--- config.mk ---
export PLATFORM = sky130hd
export DESIGN_NAME = jsl_cell
export DESIGN_NICKNAME = d
export VERILOG_FILES = /design/src/design/jsl_pkg.sv /design/src/design/jsl_cell.sv
export SDC_FILE = /design/constraint.sdc
export NUM_CORES = 1
export LEC_CHECK = 0
export BUFFER_PORTS_ARGS = -buffer_cell sky130_fd_sc_hd__buf_2
export CORE_AREA = 2 2 127 129
export CTS_BUF_LIST = sky130_fd_sc_hd__clkbuf_8 sky130_fd_sc_hd__clkbuf_16
export DETAILED_ROUTE_END_ITERATION = 7
export DIE_AREA = 0 0 129 131
export GPL_ROUTABILITY_DRIVEN = 0
export PLACE_DENSITY = 0.67
export SYNTH_ARGS = -nofsm -noshare
export SYNTH_HDL_FRONTEND = slang
export SYNTH_SLANG_ARGS = --single-unit
--- constraint.sdc ---
create_clock -name clock -period 1.2 [get_ports clock]
set_input_delay 0.06 -clock clock [delete_from_list [all_inputs] [get_ports clock]]
set_output_delay 0.06 -clock clock [all_outputs]
set_load 0.01 [all_outputs]
--- src/design/jsl_pkg.sv ---
// Package for the joint slew limiter: codes, field widths, the per-joint
// record type and the sequencer state type. No dependencies.
`timescale 1ns / 1ps
`default_nettype none
package jsl_pkg;

   localparam int unsigned KindWidth  = 2;
   localparam int unsigned IndexWidth = 8;
   localparam int unsigned DataWidth  = 32;
   localparam int unsigned CsrWidth   = 31;
   localparam int unsigned CsrIdxWidth = 2;
   localparam int unsigned MaxUsed    = 8;

   localparam logic [KindWidth-1:0] KIND_SET_TARGET  = 2'd0;
   localparam logic [KindWidth-1:0] KIND_TICK        = 2'd1;
   localparam logic [KindWidth-1:0] KIND_FORCE_ERROR = 2'd2;

   localparam logic [1:0] STATUS_OK      = 2'd0;
   localparam logic [1:0] STATUS_REFUSED = 2'd1;
   localparam logic [1:0] STATUS_BAD_IDX = 2'd2;

   localparam logic [1:0] MODE_IDLE    = 2'd0;
   localparam logic [1:0] MODE_WORKING = 2'd1;
   localparam logic [1:0] MODE_ERROR   = 2'd2;

   localparam logic [CsrIdxWidth-1:0] REG_JOINT_COUNT  = 2'd0;
   localparam logic [CsrIdxWidth-1:0] REG_TICK_SECONDS = 2'd1;
   localparam logic [CsrIdxWidth-1:0] REG_TICK_RATE    = 2'd2;
   localparam logic [CsrIdxWidth-1:0] REG_MIN_SPEED    = 2'd3;

   typedef struct packed {
      logic signed [DataWidth-1:0] pos;
      logic signed [DataWidth-1:0] vel;
      logic signed [DataWidth-1:0] gpos;
      logic signed [DataWidth-1:0] gspd;
   } joint_rec_type;

   typedef enum logic [2:0] {
      S_IDLE,
      S_MUL,
      S_STEP,
      S_VEL,
      S_WRITE,
      S_OUT
   } seq_state_type;

endpackage
`default_nettype wire

--- src/design/jsl_cell.sv ---
// One cell of the joint ring: holds one joint record and takes its
// neighbor's record on a shift. Depends on jsl_pkg.
`timescale 1ns / 1ps
`default_nettype none
module jsl_cell (
   input  wire logic                          clock,
   input  wire logic                          reset,
   input  wire logic                          shift_en,
   input  wire jsl_pkg::joint_rec_type        shift_in,
   input  wire logic                          goal_we,
   input  wire logic signed [31:0]            goal_pos,
   input  wire logic signed [31:0]            goal_spd,
   input  wire logic                          vel_clr,
   output jsl_pkg::joint_rec_type             rec
);
   import jsl_pkg::*;

   joint_rec_type rec_ff;
   joint_rec_type rec_in;

   always_comb begin
      rec_in = rec_ff;
      if (shift_en) begin
         rec_in = shift_in;
      end else if (goal_we) begin
         rec_in.gpos = goal_pos;
         rec_in.gspd = goal_spd;
      end else if (vel_clr) begin
         rec_in.vel = '0;
      end
   end

   always_ff @(posedge clock) begin
      if (reset) begin
         rec_ff <= '0;
      end else begin
         rec_ff <= rec_in;
      end
   end

   assign rec = rec_ff;

endmodule
`default_nettype wire
==> metrics.md, run 1 <==
| Metric | Value |
|---|---|
| Core area | 15,600 um2 |
| Tmin final | 994 ps |
| Slowest cell on crit path | dfxtp_1 |
| Final hold vios | 0 |
| Net count reported at finish | 1,192 |
| H-tree Lvls | 4 |
| CP cell instances | buf_2 |
| Initial Util | 0.357 |
| Clock root cell | clkbuf_16 |
| Status | finished clean |
| Area delta synth->final | 71.1% |
| Fmax | 1010 MHz |
| Clock sink count | 128 |
| Crit end category | output pin |
| Clk slew on worst S/H paths | 60 ps |
| First-pass GRT wire length | 28,500 um |
| Post-route setup TNS | 0 ps |
| Mean post-synth cell area | 10.7 um2 |
| Post-CTS Resized | 0 |
| Hold WS | 16.1 ps |
| Placed instance area | 7460 um2 |
| CP peak stage delay | 380 ps |
| Total power | 0.0120 W |
| Die area | 16,900 um2 |
| Max reg flops | 128 |
| Crit path DAT | 930 ps |
| Worst Hold Class | in -> reg |
| Flop2flop setup slack | 260 ps |
| CP max FO | 2 |
| Worst VDD drop | 0.000901 V |
| Sequential share of the synthesized area | 0.460 |
| Flops & latches, synth | 128 |
| Total iterations of the first detailed-routing run | 5 |
| Final ANT Viol Nets | 0 |
| Layout fillers | 1,273 |
| Row count | 46 |
| Hold path cells | 4 |
| P_leak | 4.90 nW |
| Vias in the first global route | 5,793 |
| Kind of critical path | reg -> out |
| Final count of pins violating max slew | 0 |
| Measured slew at the worst slew-check pin | 324 ps |
| Postcts setup bufs | 0 |
| Vias | 5,671 |
| Max-slew headroom | 0.784 |
| Endpoint of the worst hold path | rec[44] |
| R2R depth | 3 |
| Post-DR wirelength/cell | 15.6 um |
| DRC | 0 |
| Worst Hold Launch | goal_pos[12] |
| All-Layer GR Usage | 0.215 |
| Port Buf Inserts | 324 |
| Vias per cell | 4.64 |
| DIE WIDTH | 129 um |
| WP data required | 1140 ps |
| Reg-to-reg endpoint | rec[42] |
| Unrepaired setup endpoints after global routing | no |
| Max Clock Skew | 0 ps |
| Synth warn | 0 |
| Syn_nets | 720 |
| Pin count of the biggest net entering global routing | 42 |
| Clock Path Buffers | 2 |
| IO Count | 325 |
| Tcrit/Tclk final | 0.829 |
| Worst Setup Start Kind | flop |
| CP delay by family, top | flip-flops |
| GRT Residual Overflow | 0 |
| Routed wire length | 19,000 um |
| Clk_lat worst skew | 400 ps |
| Unique masters post-synth | 13 |
| Max-cap violations | 0 |
| Die height | 131 um |
| Dpl hpwl | 11,700 um |
| Num CTS Buffers | 17 |
| Power Dens Cells | 1260 nW/um2 |
| Buffers & Inverters on Critical Path | 1 |
| Initial antenna violation count | 0 |
| Worst path depth | 1 |
| ANT cells | 0 |
| Final Util | 0.612 |
| CTS tree | built |
| Synth Instances | 523 |
| Worst R2R Start | rec[42] |
| Netlist Area Pre-Place | 5580 um2 |
| Endpoints failing setup | 0 |
| Number of DRC markers in iteration 0 | 146 |
| Design area | 9540 um2 |
| Share of post-route cells with drive strength above 1 | 0.432 |
==> cell type report <==
cell class / instances / area [um2] / area share
clock buffers: 19 / 453 / 0.0475
clock inverters: 11 / 126 / 0.0132
multi-input cells: 353 / 2760 / 0.289
flip-flops and latches: 128 / 2560 / 0.269
well taps: 216 / 270 / 0.0283
repair buffers: 495 / 3370 / 0.353
==> worst max path at each step <==
| stage | from | to | slack, ps |
|---|---|---|---|
| after global placement | goal_we | rec[54] | 70 |
| after detailed placement | goal_we | rec[59] | 50 |
| after global routing | rec[44] | rec[44] | 160 |
| final | rec[44] | rec[44] | 210 |
| after CTS | rec[44] | rec[44] | 190 |
| after floorplan | goal_we | rec[12] | 270 |
==> routing by layer <==
metal / global-route usage / up-vias / share of wire
met5: 0 / - / 0
met2: 0.397 / 251 / 0.52
met3: 0.0574 / 58 / 0.063
li1: - / 2726 / -
met4: 0.111 / 0 / 0.037
met1: 0.225 / 2636 / 0.38
==> power by group <==
group | internal (W) | leakage, nW | total [W] | switching (W)
Combinational | 0.00130 | 3.54 | 0.00223 | 0.000931
Clock | 0.00331 | 0.301 | 0.00513 | 0.00182
Sequential | 0.00453 | 1.06 | 0.00467 | 0.000141
Total | 0.00913 | 4.90 | 0.0120 | 0.00290
==> metrics by stage <==
step	cells	setup WS, ps
after floorplan	523	271
after global placement	1042	65.2
after detailed placement	1042	50.3
after CTS	1222	188
after global routing	1222	157
final	1222	206
==> cell usage after synthesis <==
cell | count | area, um2
dfxtp_1 | 128 | 2560
mux2i_1 | 96 | 961
nor2_1 | 96 | 360
mux2_4 | 50 | 751
a21oi_1 | 32 | 160
nand2_1 | 32 | 120
nand3b_1 | 32 | 240
clkbuf_1 | 17 | 63.8
mux2_2 | 14 | 158
buf_4 | 11 | 82.6
buf_2 | 8 | 40.0
buf_6 | 6 | 67.6
nand2b_2 | 1 | 8.76
==> cells in the final DEF (no fill, tap or decap) <==
master and n:
nand2_1 32, dfxtp_1 128, mux2i_1 96, buf_6 1, dlygate4sd3_1 150, buf_4 17, buf_2 321, mux2_4 50
nand3b_1 32, clkinvlp_4 1, nor2_1 96, inv_1 5, a21oi_1 32, bufinv_16 3, nand2b_2 1, clkbuf_8 2
mux2_2 14, clkinv_2 2, buf_12 6, clkbuf_16 17
==> what timing repair did <==
| action | CTS | global route |
|---|---|---|
| endpoints found under the hold margin | 128 | 0 |
| hold buffers | 150 | 0 |
| endpoints found under the setup margin | 0 | 0 |
==> cell families after synthesis <==
logic type,synth area share
flops,0.460
buf+inv,0.0456
mux,0.335
simple gates,0.131
compound gates,0.0287
Power figures use the tool's default switching activity.
==> run 2, diff against run 1 <==
Settings changed: ABC_AREA from default to 1, CORE_AREA 2 2 127 129 to 2 2 126 128, DIE_AREA 0 0 129 131 to 0 0 128 130.
Clock period 1.2 ns to 1 ns, I/O delays scaled along.
==> metrics.md, run 2 <==
| Metric | Value |
|---|---|
| Status | finished clean |
| Final non-filler cell total | 1,471 |
| Clk pwr share | 0.436 |
| Yosys top cell by area | dfxtp_1 |
| Worst R2R Start | rec[115] |
| CP peak stage delay | 360 ps |
| Sequential share of the synthesized area | 0.474 |
| Worst Hold Class | in -> reg |
| Row count | 46 |
| Endpoints failing setup | 0 |
| Tmin final | 973 ps |
| First-pass GRT wire length | 33,200 um |
| Internal | 0.0109 W |
| Endpoint of the worst hold path | rec[118] |
| Final Util | 0.634 |
| Synth warn | 0 |
| Area contributors post-synth | dfxtp_1 47%, nand2_1 16%, nand3_1 15% |
| Clock sink count | 128 |
| Final count of pins violating max slew | 0 |
| Worst Setup Start Kind | flop |
| Port Buf Inserts | 324 |
| Routed wire length | 22,000 um |
| Total power | 0.0146 W |
| Kind of critical path | reg -> out |
| ANT cells | 0 |
| M3 GR Usage | 0.0652 |
| Worst Hold Launch | shift_en |
| Initial antenna violation count | 0 |
| Buffers & Inverters on Critical Path | 1 |
| Met1 Use GR | 0.263 |
| Unrepaired setup endpoints after global routing | no |
| Tcrit/Tclk final | 0.973 |
| Placed instance area | 7240 um2 |
| Final hold vios | 0 |
| Async S/R FF share, synth | 0 |
| Clk_lat worst skew | 400 ps |
| Layout fillers | 1,250 |
| Clock root cell | clkbuf_16 |
| Crit path DAT | 920 ps |
| Number of DRC markers in iteration 0 | 340 |
| Final ANT Viol Nets | 0 |
| Reg-to-reg endpoint | rec[115] |
| Max-cap violations | 0 |
| CTS tree | built |
| Clk slew on worst S/H paths | 60 ps |
| Area delta synth->final | 80.7% |
| IO Count | 325 |
| Hold path cells | 3 |
| Syn_nets | 964 |
| Initial Util | 0.351 |
| EDFF count, synth | 0 |
| Flop2flop setup slack | 300 ps |
| Vias per cell | 4.86 |
| P_sw | 0.00377 W |
| Dpl hpwl | 12,300 um |
| Power Dens Cells | 1500 nW/um2 |
| Busiest grt layer | met2 |
| Gate power share | 0.182 |
| Core area | 15,400 um2 |
| Num CTS Buffers | 17 |
| CP delay by family, top | flip-flops |
| Top cell type's share of synthesized area | 0.474 |
| P_leak | 5.25 nW |
| Slowest cell on crit path | dfxtp_1 |
| Flops & latches, synth | 128 |
| Net count reported at finish | 1,463 |
| Die area | 16,600 um2 |
| Mean post-synth cell area | 7.05 um2 |
| Reg power frac | 0.382 |
| Worst VDD drop | 0.00124 V |
| Most numerous cell in the Yosys netlist | nand2_1 |
| Die height | 130 um |
| Ys flop type | dfxtp_1 |
| DIE WIDTH | 128 um |
| Max Clock Skew | 0 ps |
| Leading cell type in the layout, fill and taps excluded | buf_2 |
| Fmax | 1030 MHz |
| Unique masters post-synth | 16 |
| CP max FO | 2 |
| H-tree Lvls | 4 |
| Share of post-route cells with drive strength above 1 | 0.303 |
| Placed cell count | 1,248 |
| Measured slew at the worst slew-check pin | 338 ps |
| Hold WS | 27.0 ps |
| Total iterations of the first detailed-routing run | 5 |
| Design area | 9780 um2 |
| Netlist Area Pre-Place | 5410 um2 |
| CP cell instances | buf_2 |
| Crit end category | output pin |
| Synth Instances | 767 |
| All-Layer GR Usage | 0.251 |
| Post-DR wirelength/cell | 15.0 um |
| Commonest cells post-synth | 224 x nand2_1, 159 x nand3_1, 128 x dfxtp_1 |
| Most frequent cells in the layout | 322 x buf_2, 224 x nand2_1, 191 x dlygate4sd3_1 |
| GR Util met2 | 0.451 |
| Vias in the first global route | 7,010 |
| Max reg flops | 128 |
| GRT Residual Overflow | 0 |
| Pin count of the biggest net entering global routing | 60 |
| Vias | 7,145 |
| Sw frac | 0.258 |
| Clock Path Buffers | 2 |
| Max-slew headroom | 0.774 |
| DRC | 0 |
| R2R depth | 2 |
| WP data required | 950 ps |
==> run 2: what timing repair did <==
action                                  4_1_cts  5_1_grt
endpoints found under the hold margin       128        0
endpoints found under the setup margin        2        4
resized for setup                             2        4
setup buffers                                 0        0
hold buffers                                191        0
==> run 2: metrics by stage <==
| step | setup slack (ps) | TNS [ps] |
|---|---|---|
| after floorplan | 213 | 0 |
| after global placement | 1.85 | 0 |
| after detailed placement | -36.5 | -161 |
| after CTS | 9.01 | 0 |
| after global routing | 1.19 | 0 |
| final | 27.5 | 0 |
==> run 2: cell families after synthesis <==
family	share of synthesized area
flops	0.474
buf+inv	0.113
compound gates	0.0592
simple gates	0.354
==> run 2: routing by layer <==
metal | vias up | share of wire
met1 | 3224 | 0.37
met2 | 401 | 0.50
li1 | 3423 | -
met4 | 0 | 0.050
met5 | - | 0
met3 | 97 | 0.076
==> run 2: cell type report <==
| type | count | area (um2) | area share |
|---|---|---|---|
| repair buffers | 538 | 3860 | 0.395 |
| flip-flops and latches | 128 | 2570 | 0.263 |
| well taps | 192 | 240 | 0.0246 |
| multi-input cells | 514 | 2230 | 0.228 |
| clock buffers | 19 | 453 | 0.0463 |
| clock inverters | 13 | 161 | 0.0165 |
| inverters | 67 | 254 | 0.0260 |
==> run 2: worst max-delay path by stage <==
stage               cells after the start  endpoint  startpoint  slack (ps)
floorplan                               6   rec[22]       reset         210
global placement                        6  rec[104]    shift_en           2
detailed placement                      6  rec[112]    shift_en         -40
CTS                                     1   rec[34]     rec[34]           9
global route                            1   rec[48]     rec[48]           1
finish                                  1  rec[127]    rec[127]          30
==> run 2: power groups by stage <==
stage | logic (W) | registers, W | clock network (W)
5_1_grt | 0.00289 | 0.00563 | 0.00673
2_1_floorplan | 0.000857 | 0.00584 | 0
3_5_place_dp | 0.00200 | 0.00569 | 0
6_report | 0.00266 | 0.00560 | 0.00639
4_1_cts | 0.00258 | 0.00559 | 0.00651
3_3_place_gp | 0.00199 | 0.00568 | 0
==> run 3, diff against run 2 <==
Settings changed: GPL_ROUTABILITY_DRIVEN 0 to default, PLACE_DENSITY 0.67 to 0.68.
==> metrics.md, run 3 (synthesized netlist as in run 2, its figures left out) <==
| Metric | Value |
|---|---|
| Status | finished clean |
| Reg power frac | 0.381 |
| Max reg flops | 128 |
| Clk slew on worst S/H paths | 60 ps |
| Worst Setup Start Kind | flop |
| Kind of critical path | reg -> out |
| Power Dens Cells | 1510 nW/um2 |
| Worst Hold Class | in -> reg |
| Clock root cell | clkbuf_16 |
| P_sw | 0.00384 W |
| CTS tree | built |
| Unrepaired setup endpoints after global routing | no |
| Net count reported at finish | 1,459 |
| Buffers & Inverters on Critical Path | 1 |
| CP delay by family, top | flip-flops |
| WP data required | 950 ps |
| IO Count | 325 |
| Post-route setup TNS | 0 ps |
| Busiest grt layer | met2 |
| Max-cap violations | 0 |
| Initial Util | 0.351 |
| Fmax | 1040 MHz |
| Total iterations of the first detailed-routing run | 5 |
| H-tree Lvls | 4 |
| Final non-filler cell total | 1,467 |
| Dpl hpwl | 12,100 um |
| Clock Path Buffers | 2 |
| Max-slew headroom | 0.768 |
| Number of DRC markers in iteration 0 | 288 |
| GR Util met2 | 0.434 |
| GP Congestion | 0.851 |
| M3 GR Usage | 0.0730 |
| Crit path DAT | 910 ps |
| P_leak | 5.22 nW |
| Vias per cell | 4.83 |
| DIE WIDTH | 128 um |
| Die height | 130 um |
| Port Buf Inserts | 324 |
| Layout fillers | 1,233 |
| Core area | 15,400 um2 |
| Vias in the first global route | 6,872 |
| Flop2flop setup slack | 280 ps |
| First-pass GRT wire length | 32,800 um |
| Max Clock Skew | 0 ps |
| Die area | 16,600 um2 |
| CP cell instances | buf_2 |
| Leading cell type in the layout, fill and taps excluded | buf_2 |
| Post-DR wirelength/cell | 14.7 um |
| Initial antenna violation count | 0 |
| ANT cells | 0 |
| Sw frac | 0.262 |
| CP peak stage delay | 360 ps |
| CP max FO | 2 |
| Tmin final | 958 ps |
| Clock sink count | 128 |
| Endpoints failing setup | 0 |
| Row count | 46 |
| Vias | 7,083 |
| GRT Residual Overflow | 0 |
| DRC | 0 |
| All-Layer GR Usage | 0.249 |
| Final ANT Viol Nets | 0 |
| Crit end category | output pin |
| Share of post-route cells with drive strength above 1 | 0.303 |
| Clk_lat worst skew | 400 ps |
| Pin count of the biggest net entering global routing | 65 |
| Postcts setup bufs | 0 |
| Met1 Use GR | 0.269 |
| Num CTS Buffers | 17 |
| Slowest cell on crit path | dfxtp_1 |
| Final count of pins violating max slew | 0 |
| Most frequent cells in the layout | 322 x buf_2, 224 x nand2_1, 191 x dlygate4sd3_1 |
| Internal | 0.0108 W |
| Worst VDD drop | 0.00105 V |
| Gate power share | 0.179 |
| Clk pwr share | 0.440 |
| Routed wire length | 21,500 um |
| Area delta synth->final | 79.7% |
| Measured slew at the worst slew-check pin | 349 ps |
| Tcrit/Tclk final | 0.958 |
| Placed cell count | 1,244 |
| Final hold vios | 0 |
run 3: cell types whose count changed in the layout (fill, tap and decap cells not counted), sizes merged:
cell | before | now
clkbuf | 19 | 18
buf | 347 | 343
inv | 70 | 71
run 3: power by group through the flow:
stage	Clock (W)	Combinational, W	Sequential [W]
5_1_grt	0.00685	0.00287	0.00562
4_1_cts	0.00660	0.00256	0.00558
3_3_place_gp	0	0.00197	0.00568
6_report	0.00645	0.00262	0.00559
2_1_floorplan	0	0.000857	0.00584
3_5_place_dp	0	0.00198	0.00568
run 3: what timing repair did:
item | 4_1_cts | 5_1_grt
endpoints found under the hold margin | 128 | 0
resized for setup | 0 | 7
endpoints found under the setup margin | 0 | 7
hold buffers | 191 | 0
run 3: final timing paths:
path | startpoint | end | depth (start not counted)
worst min register to register | rec[68] | rec[68] | 2
worst max-delay path | rec[120] | rec[120] | 1
worst min-delay path | goal_pos[4] | rec[36] | 5
worst max register to register | rec[62] | rec[62] | 4
run 3: final cells by class:
| cell class | count | area (um2) | share of cell area |
|---|---|---|---|
| clock buffer | 18 | 439 | 0.0452 |
| clock inverter | 14 | 179 | 0.0184 |
| inverter | 67 | 254 | 0.0261 |
| multi-input combinational | 514 | 2230 | 0.230 |
| sequential | 128 | 2570 | 0.264 |
| tap | 192 | 240 | 0.0247 |
| timing repair buffer | 534 | 3810 | 0.392 |
run 3: layer usage:
metal,wire length (um),vias up
met2,10700,344
li1,-,3413
met3,1560,92
met5,0,-
met1,8160,3234
met4,1100,0
run 3: stage by stage:
step,setup WS [ps],hold WS [ps],power (W),cell area [um2],utilization
2_1_floorplan,213,185,0.00670,5410,-
3_3_place_gp,10.9,272,0.00765,7180,0.466
3_5_place_dp,20.5,279,0.00766,7180,0.466
4_1_cts,32.6,23.9,0.0147,9710,0.630
5_1_grt,0.383,43.2,0.0153,9720,0.630
6_report,41.9,42.7,0.0147,9720,0.630
run 3: worst min-delay path, cell delays in order:
cell and delay [ps]:
buf_2 110, nand3_1 90, nand3_1 80, nand2_1 40
inv_1 40
